`src/hdl/urm_pkg.sv`:
```
// shared types and constants for the uart 16450 register model
package urm_pkg;

  // item commands
  typedef enum logic [2:0] {
    CMD_READ   = 3'd0,
    CMD_WRITE  = 3'd1,
    CMD_TXDONE = 3'd2,
    CMD_RXBYTE = 3'd3,
    CMD_LOOPDL = 3'd4,
    CMD_MODEM  = 3'd5
  } cmd_e;

  // transmit handshake codes
  typedef enum logic [1:0] {
    TXEV_NONE  = 2'd0,
    TXEV_START = 2'd1,
    TXEV_DONE  = 2'd2
  } tx_event_e;

  // register offsets
  localparam logic [2:0] REG_RBR = 3'd0;
  localparam logic [2:0] REG_IER = 3'd1;
  localparam logic [2:0] REG_IIR = 3'd2;
  localparam logic [2:0] REG_LCR = 3'd3;
  localparam logic [2:0] REG_MCR = 3'd4;
  localparam logic [2:0] REG_LSR = 3'd5;
  localparam logic [2:0] REG_MSR = 3'd6;
  localparam logic [2:0] REG_SCR = 3'd7;

  // interrupt id codes
  localparam logic [7:0] IIR_LS   = 8'h06;
  localparam logic [7:0] IIR_RX   = 8'h04;
  localparam logic [7:0] IIR_TX   = 8'h02;
  localparam logic [7:0] IIR_MS   = 8'h00;
  localparam logic [7:0] IIR_NONE = 8'h01;

  // pending source bits
  localparam int SRC_LS = 0;
  localparam int SRC_RX = 1;
  localparam int SRC_TX = 2;
  localparam int SRC_MS = 3;

  // line flag bits
  localparam int LF_DR   = 0;
  localparam int LF_THRE = 1;
  localparam int LF_TEMT = 2;

  // modem control bits
  localparam int MC_DTR  = 0;
  localparam int MC_RTS  = 1;
  localparam int MC_OUT1 = 2;
  localparam int MC_OUT2 = 3;
  localparam int MC_LOOP = 4;

  localparam int LCR_DLAB = 7;

  typedef struct packed {
    logic [2:0] cmd;
    logic [2:0] reg_addr;
    logic [7:0] write_data;
    logic [7:0] rx_data;
    logic       cts_in;
    logic       dsr_in;
    logic       ri_in;
    logic       dcd_in;
  } in_item_t;

  typedef struct packed {
    logic [7:0] read_data;
    logic       irq_line;
    logic [1:0] tx_event;
    logic [7:0] tx_byte;
    logic       loop_request;
    logic       rx_request;
    logic       dtr_out;
    logic       rts_out;
    logic       ctrl_changed;
  } out_item_t;

endpackage

```
`src/hdl/urm_core.sv`:
```
// uart register state and single pass update logic
module urm_core import urm_pkg::*; (
  input  logic      clk_i,
  input  logic      rst_ni,
  input  logic      fire_i,
  input  in_item_t  item_i,
  output out_item_t result_o
);

  logic [7:0]  lcr_q, lcr_d;
  logic [3:0]  ier_q, ier_d;
  logic [15:0] div_q, div_d;
  logic [7:0]  scr_q, scr_d;
  logic [7:0]  rbr_q, rbr_d;
  logic [7:0]  thr_q, thr_d;
  logic [7:0]  lbr_q, lbr_d;
  logic [2:0]  lsr_q, lsr_d;
  logic [3:0]  pend_q, pend_d;
  logic        irq_q, irq_d;
  logic [4:0]  mcr_q, mcr_d;
  logic [3:0]  lmcr_q, lmcr_d;
  logic [3:0]  delta_q, delta_d;
  logic [3:0]  lvl_q, lvl_d;

  always_comb begin
    logic       dl;
    logic [3:0] nb;
    logic [3:0] diff;
    logic [3:0] add;
    logic [3:0] lv;
    logic [7:0] wd;

    lcr_d   = lcr_q;
    ier_d   = ier_q;
    div_d   = div_q;
    scr_d   = scr_q;
    rbr_d   = rbr_q;
    thr_d   = thr_q;
    lbr_d   = lbr_q;
    lsr_d   = lsr_q;
    pend_d  = pend_q;
    irq_d   = irq_q;
    mcr_d   = mcr_q;
    lmcr_d  = lmcr_q;
    delta_d = delta_q;
    lvl_d   = lvl_q;
    result_o = '0;

    dl   = lcr_q[LCR_DLAB];
    wd   = item_i.write_data;
    nb   = wd[3:0];
    diff = (lmcr_q ^ nb);
    add  = '0;
    lv   = '0;

    case (item_i.cmd)
      CMD_READ: begin
        case (item_i.reg_addr)
          REG_RBR: begin
            if (dl) begin
              result_o.read_data = div_q[7:0];
            end else begin
              pend_d[SRC_RX] = 1'b0;
              if (pend_d == '0) irq_d = 1'b0;
              if (lsr_q[LF_DR]) begin
                lsr_d[LF_DR] = 1'b0;
                if (!mcr_q[MC_LOOP]) result_o.rx_request = 1'b1;
              end
              result_o.read_data = rbr_q;
            end
          end
          REG_IER: result_o.read_data = dl ? div_q[15:8] : {4'b0, ier_q};
          REG_IIR: begin
            if (pend_q[SRC_LS]) begin
              result_o.read_data = IIR_LS;
            end else if (pend_q[SRC_RX]) begin
              result_o.read_data = IIR_RX;
            end else if (pend_q[SRC_TX]) begin
              // reading the tx-empty id acknowledges it
              pend_d[SRC_TX] = 1'b0;
              if (pend_d == '0) irq_d = 1'b0;
              result_o.read_data = IIR_TX;
            end else if (pend_q[SRC_MS]) begin
              result_o.read_data = IIR_MS;
            end else begin
              result_o.read_data = IIR_NONE;
            end
          end
          REG_LCR: result_o.read_data = lcr_q;
          REG_MCR: begin
            result_o.read_data = mcr_q[MC_LOOP] ? {4'b0001, lmcr_q} : {3'b000, mcr_q};
          end
          REG_LSR: begin
            result_o.read_data = {1'b0, lsr_q[LF_TEMT], lsr_q[LF_THRE], 4'b0, lsr_q[LF_DR]};
            pend_d[SRC_LS] = 1'b0;
            if (pend_d == '0) irq_d = 1'b0;
          end
          REG_MSR: begin
            // in loopback dtr feeds dsr, rts feeds cts, out1 ri, out2 dcd
            lv = mcr_q[MC_LOOP] ? {lmcr_q[3], lmcr_q[2], lmcr_q[0], lmcr_q[1]} : lvl_q;
            result_o.read_data = {lv, delta_q};
            delta_d = '0;
            pend_d[SRC_MS] = 1'b0;
            if (pend_d == '0) irq_d = 1'b0;
          end
          default: result_o.read_data = scr_q;
        endcase
      end
      CMD_WRITE: begin
        case (item_i.reg_addr)
          REG_RBR: begin
            if (dl) begin
              div_d[7:0] = wd;
            end else begin
              thr_d = wd;
              pend_d[SRC_TX] = 1'b0;
              if (pend_d == '0) irq_d = 1'b0;
              lsr_d[LF_THRE] = 1'b0;
              lsr_d[LF_TEMT] = 1'b0;
              result_o.tx_event = TXEV_START;
              result_o.tx_byte  = wd;
              if (mcr_q[MC_LOOP]) begin
                lbr_d = wd;
                result_o.loop_request = 1'b1;
              end
            end
          end
          REG_IER: begin
            if (dl) begin
              div_d[15:8] = wd;
            end else begin
              ier_d = wd[3:0];
              if (wd[1] && lsr_q[LF_THRE]) begin
                pend_d[SRC_TX] = 1'b1;
                irq_d = 1'b1;
              end
            end
          end
          REG_LCR: lcr_d = wd;
          REG_MCR: begin
            if (wd[MC_LOOP]) begin
              // loopback bit changes raise deltas, teri only on falling out1
              add[1] = diff[0] & ~delta_q[1];
              add[0] = diff[1] & ~delta_q[0];
              add[2] = diff[2] & ~nb[2] & ~delta_q[2];
              add[3] = diff[3] & ~delta_q[3];
              delta_d = delta_q | add;
              if ((add != '0) && ier_q[SRC_MS]) begin
                pend_d[SRC_MS] = 1'b1;
                irq_d = 1'b1;
              end
              lmcr_d = nb;
              mcr_d  = 5'b10000;
            end else begin
              mcr_d = {1'b0, nb};
              result_o.ctrl_changed = 1'b1;
            end
          end
          REG_MSR: delta_d = wd[3:0];
          REG_SCR: scr_d = wd;
          default: ;
        endcase
      end
      CMD_TXDONE: begin
        lsr_d[LF_THRE] = 1'b1;
        lsr_d[LF_TEMT] = 1'b1;
        if (ier_q[1]) begin
          pend_d[SRC_TX] = 1'b1;
          irq_d = 1'b1;
        end
        result_o.tx_event = TXEV_DONE;
        result_o.tx_byte  = thr_q;
      end
      CMD_RXBYTE, CMD_LOOPDL: begin
        rbr_d = (item_i.cmd == CMD_RXBYTE) ? item_i.rx_data : lbr_q;
        lsr_d[LF_DR] = 1'b1;
        if (ier_q[0]) begin
          pend_d[SRC_RX] = 1'b1;
          irq_d = 1'b1;
        end
      end
      CMD_MODEM: begin
        lv = {item_i.dcd_in, item_i.ri_in, item_i.dsr_in, item_i.cts_in};
        if (lv[1] != lvl_q[1]) begin
          delta_d[1] = 1'b1;
          if (ier_q[SRC_MS]) begin
            pend_d[SRC_MS] = 1'b1;
            irq_d = 1'b1;
          end
        end
        lvl_d = lv;
      end
      default: ;
    endcase

    result_o.irq_line = irq_d & mcr_d[MC_OUT2];
    result_o.dtr_out  = mcr_d[MC_DTR];
    result_o.rts_out  = mcr_d[MC_RTS];
  end

  always_ff @(posedge clk_i or negedge rst_ni) begin
    if (!rst_ni) begin
      lcr_q   <= '0;
      ier_q   <= '0;
      div_q   <= '0;
      scr_q   <= '0;
      rbr_q   <= '0;
      thr_q   <= '0;
      lbr_q   <= '0;
      lsr_q   <= 3'b110;
      pend_q  <= '0;
      irq_q   <= 1'b0;
      mcr_q   <= '0;
      lmcr_q  <= '0;
      delta_q <= '0;
      lvl_q   <= '0;
    end else if (fire_i) begin
      lcr_q   <= lcr_d;
      ier_q   <= ier_d;
      div_q   <= div_d;
      scr_q   <= scr_d;
      rbr_q   <= rbr_d;
      thr_q   <= thr_d;
      lbr_q   <= lbr_d;
      lsr_q   <= lsr_d;
      pend_q  <= pend_d;
      irq_q   <= irq_d;
      mcr_q   <= mcr_d;
      lmcr_q  <= lmcr_d;
      delta_q <= delta_d;
      lvl_q   <= lvl_d;
    end
  end

endmodule

```
`config.mk`:
```
export PLATFORM = sky130hd
export DESIGN_NAME = urm_core
export DESIGN_NICKNAME = d
export VERILOG_FILES = /design/src/hdl/urm_pkg.sv /design/src/hdl/urm_core.sv
export SDC_FILE = /design/constraint.sdc
export NUM_CORES = 1
export LEC_CHECK = 0
export ABC_AREA = 1
export BUFFER_PORTS_ARGS = -buffer_cell sky130_fd_sc_hd__buf_2
export CAP_MARGIN = 15
export CORE_MARGIN = 2
export CORE_UTILIZATION = 58
export DETAILED_ROUTE_END_ITERATION = 7
export HOLD_SLACK_MARGIN = 0.02
export PLACE_DENSITY_LB_ADDON = 0.12
export REMOVE_ABC_BUFFERS = 1
export SLEW_MARGIN = 20
export SYNTH_ARGS = -nofsm -noshare
export SYNTH_HDL_FRONTEND = slang
export SYNTH_SLANG_ARGS = --single-unit
```
`constraint.sdc`:
```
create_clock -name clk_i -period 1.55 [get_ports clk_i]
set_input_delay 0.2325 -clock clk_i [delete_from_list [all_inputs] [get_ports clk_i]]
set_output_delay 0.2325 -clock clk_i [all_outputs]
set_load 0.02 [all_outputs]
```
### After elaboration in Yosys (flattened, before gate mapping)

Index checks and enable logic that the tools add are counted.

* equality and inequality tests: 33
* mux-type cells: 74
* bitwise logic cells: 14
* reduce and logical (&&, ||, !) cells: 33

Operator list (count)
* case mux 8 bit (7 select lines): 1
* 2-to-1 mux 8 bit: 6
* 2-to-1 mux 1 bit: 42
* AND reduction 4 bit: 7
* 2-to-1 mux 10 bit: 2
* 2-to-1 mux 4 bit: 5
* case mux 10 bit (2 select lines): 1
* equality test 3 bit (second input constant): 6
* zero test 3 bit: 6
* inequality test 2 bit (second input constant): 9
* AND reduction 5 bit: 3
* equality test 3 x 2 -> 1 bit (second input constant): 4
* inequality test 3 bit (second input constant): 4
* case mux 1 bit (3 select lines): 4
* 2-to-1 mux 5 bit: 2
* inequality test 2 x 1 -> 1 bit (second input constant): 5
* AND reduction 3 bit: 3
* AND reduction 9 bit: 1
* case mux 1 bit (2 select lines): 4
* case mux 2 bit (2 select lines): 2
* case mux 4 bit (2 select lines): 1
* AND reduction 8 bit: 1
* AND 1 bit: 6
* equality test 3 x 1 -> 1 bit (second input constant): 2
* other kinds (15): 27

* register bits: 84
* logic and storage cells: 174

### Depth between registers and ports, before layout

* depth in word-level cells: 10
* depth in mapped cells: 14
* mapped depth without buffers: 13

### Worst setup path after synthesis

No wires, ideal clock.

* kind: register to output
* from: register lcr_q[7]
* to: output port result_o[15] (netlist bit)
* arrival time: 1394 ps
* data required time: 1317 ps
* path slack: -77 ps
* stages on the path, launching flop included: 13
* buffers on the path: 2
* path through: dfrtp_1 buf_2 inv_2 buf_2 nand2_1 nand2_1 nand2_1 nor2_1 nand2_1 nand2_1 nand2_1 nand2_1 a21boi_1

RTL lines
* start: declaration: line urm_core.sv:10 `logic [7:0] lcr_q, lcr_d;`
* start signal: assignment: line urm_core.sv:218 `lcr_q <= lcr_d;`
* end: declaration: line urm_core.sv:7 `output out_item_t result_o`

==> impl_metrics.json <==
{
  "num_rows": 32,
  "final_common_cell": "nand2_1",
  "power_switching_mw": 2.07,
  "synthMuxAreaShare_pct": 1.01,
  "pwr-share-comb_pct": 27.1,
  "synthTopCellsByArea": "dfrtp_1 (46%), nand2_1 (13%), o21ai_0 (10%)",
  "p_total_mw": 6.06,
  "design.die.area_sq_um": 8430,
  "ir_drop_mv": 0.655,
  "start_kind": "register",
  "detail_route.iter0.violations": 465,
  "clockBufferDepth": 2,
  "p_per_area_nw_per_um2": 957,
  "cap_violations": 0,
  "ys_ff_latch": 83,
  "end_kind": "output port",
  "io_pins": 53,
  "multiInputGateArea_sq_um": 2290,
  "clkPwrFrac_pct": 29.1,
  "antenna_found_initial": 0,
  "period_needed_ps": 2140,
  "ys_types": 38,
  "yosys.area_share.simple_pct": 21.2,
  "finalNonFillerCells": 841,
  "synth.avg_cell_area_sq_um": 7.67,
  "hold_class": "in2reg",
  "fin_nets": 763,
  "rsz0062_at_grt": "yes",
  "vias": 4949,
  "p_leak_nw": 3.14,
  "die_w_um": 91.8,
  "synth_top_family_by_area": "compound AO/OA/AOI/OAI gates",
  "clock_tree.htree_level_count": 3,
  "clkSinkCount": 83,
  "fin_ws_ps": -593,
  "max_slew_margin_pct": 64.7,
  "cts_inserted_buffers": 9,
  "cpMaxStageDelayCell": "dfrtp_2",
  "p_seq_share_pct": 43.8,
  "mostFrequentLayoutCells": "nand2_1 (142), buf_4 (98), dfrtp_1 (80)",
  "clk_pin_slew_ps": 110,
  "regArea_sq_um": 2080,
  "yosys.area.top_type": "dfrtp_1",
  "max_stage_delay_ps": 500,
  "grt_pass1_vias": 4613,
  "vias_per_cell": 5.88,
  "yosysTopAreaCellShare_pct": 45.9,
  "synth_area_sq_um": 4470,
  "root_buffer": "clkbuf_8",
  "setup-tns-final_ps": -7980,
  "filler_cell_count": 477,
  "die_h_um": 91.8,
  "initial_core_util_pct": 58.8,
  "wirelength_um": 15900,
  "drt.antenna.violating_nets": 0,
  "crit_required_ps": 1320,
  "grt_max_degree": 38,
  "setup_viol": 20,
  "violations": "setup timing",
  "finalCritPeriodShare_pct": 138,
  "critPathKind": "reg2out",
  "areaGrowthSynthToFinish_pct": 41.4,
  "synthAdderAreaFrac_pct": 0,
  "skew_ps": 14.6,
  "critPathMaxFanout": 7,
  "dp.cells": 811,
  "synthXorXnorAreaFrac_pct": 0.196,
  "grt_overflow": 0,
  "outcome": "complete, but fails checks",
  "switching_share_pct": 34.2,
  "io_buffers": 52,
  "finalWeightedCongestion": 0.927,
  "hold_viol": 0,
  "cts_tree": "built",
  "clk-insertion-delay-late_ps": 380,
  "crit_arrival_ps": 1910,
  "drive_above_1_share_pct": 38.0,
  "tightest_slew_ps": 530,
  "synthCells": 583,
  "p_int_mw": 3.98,
  "antenna_cells": 0,
  "wl_per_cell_um": 18.9,
  "place_hpwl_um": 11000,
  "yosysSeqAreaShare_pct": 46.5,
  "finalMaxSlewViolations": 0,
  "route.detailed.drc": 0,
  "cp_common_cell": "buf_6",
  "cp_cell_sequence": "buf_6 -> buf_6 -> nand2_1 -> o21ai_1 -> a32o_1 -> nor2_1 -> a21oi_1 -> buf_2",
  "hold_ws_ps": 91.3,
  "yosysWarnings": 0,
  "synth_compound_area_share_pct": 22.0,
  "post-route-util_pct": 83.1,
  "fmax_mhz": 467,
  "grt_pass1_wl_um": 23800,
  "dr.pass1.iters": 5,
  "core_sq_um": 7610,
  "grtUsageTotal_pct": 36.6
}
## layout make-up
type / instances / area share [%]
multi-input combinational: 401 / 36.2
sequential: 83 / 32.9
timing repair buffer: 161 / 20.8
inverter: 78 / 4.69
clock buffer: 10 / 2.18
tap: 102 / 2.02
clock inverter: 6 / 1.23
## worst max-delay path, delay by kind of cell (launching register included)
family | cells | cell delay (ps)
AOI/OAI and AO/OA | 3 | 390
buffers and inverters | 3 | 450
DFF | 1 | 500
and+or+nand+nor | 2 | 190
## registers in the layout (all words and copies together), names as in the netlist
register,cells
irq_q,1
ier_q,4
lcr_q,8
lbr_q,8
lsr_q,2
lmcr_q,4
thr_q,8
scr_q,8
pend_q,3
mcr_q,5
lvl_q,4
div_q,16
delta_q,4
rbr_q,8
## cell usage after synthesis (all sizes together)
master   count
clkbuf       6
a32oi        1
a31oi        2
clkinv       1
nor3         4
mux2         4
nand2      168
a21boi       1
a21oi       25
a221oi       5
and2         3
inv         77
dfrtp       82
a22oi        3
xor2         1
a41oi        2
a32o         1
o211ai       7
nor2        31
o2111ai      1
o22ai       19
nand3       14
buf         15
dfstp        1
o21ai      107
a211oi       2
## per-stage QoR
step | instance area, sq um | setup slack (ps)
after global routing | 6320 | -603
after CTS | 5920 | -502
after floorplan | 4360 | -284
after detailed placement | 5510 | -252
final | 6320 | -593
after global placement | 5510 | -287
## logic make-up (layout without fill, tap and decap cells)
family,Yosys count,after routing
AO/OA/AOI/OAI,176,176
flip-flops,83,83
XOR/XNOR,1,1
buffers and inverters,99,255
multiplexers,4,4
AND/OR/NAND/NOR,220,220
## routing by layer
metal	track usage, %	share of wire (%)
met1	51.9	41
met2	59.0	47
met3	4.68	9.1
met4	11.4	3.0
met5	0	0
## what timing repair did
item,CTS,global route
buffers inserted,5,6
endpoints found under the hold margin,32,0
cloned,1,1
pin swaps,19,23
gates resized for setup,47,90
hold buffers,1,0
endpoints found under the setup margin,38,38
## final timing paths
check | startpoint | to | slack, ps | depth (start not counted)
max in group asynchronous | rst_ni | mcr_q[4]$_DFFE_PN0P_ | 540 | 3
min in group asynchronous | rst_ni | rbr_q[4]$_DFFE_PN0P_ | 370 | 2
worst max register to register | lcr_q[7]$_DFFE_PN0P_ | lbr_q[3]$_DFFE_PN0P_ | 10 | 7
worst max-delay path | lcr_q[7]$_DFFE_PN0P_ | result_o[20] | -590 | 8
worst min-delay path | item_i[3] | lvl_q[0]$_DFFE_PN0P_ | 90 | 2
worst min register to register | lcr_q[2]$_DFFE_PN0P_ | lcr_q[2]$_DFFE_PN0P_ | 500 | 2
## power by group through the flow
stage | Combinational [mW] | Sequential [mW] | Clock, mW
after floorplan | 0.691 | 2.63 | 0
after global placement | 1.29 | 2.66 | 0
after detailed placement | 1.33 | 2.67 | 0
after CTS | 1.44 | 2.64 | 1.73
after global routing | 1.78 | 2.68 | 1.82
final | 1.64 | 2.65 | 1.76
No activity file was read; power rests on OpenSTA's default activity.
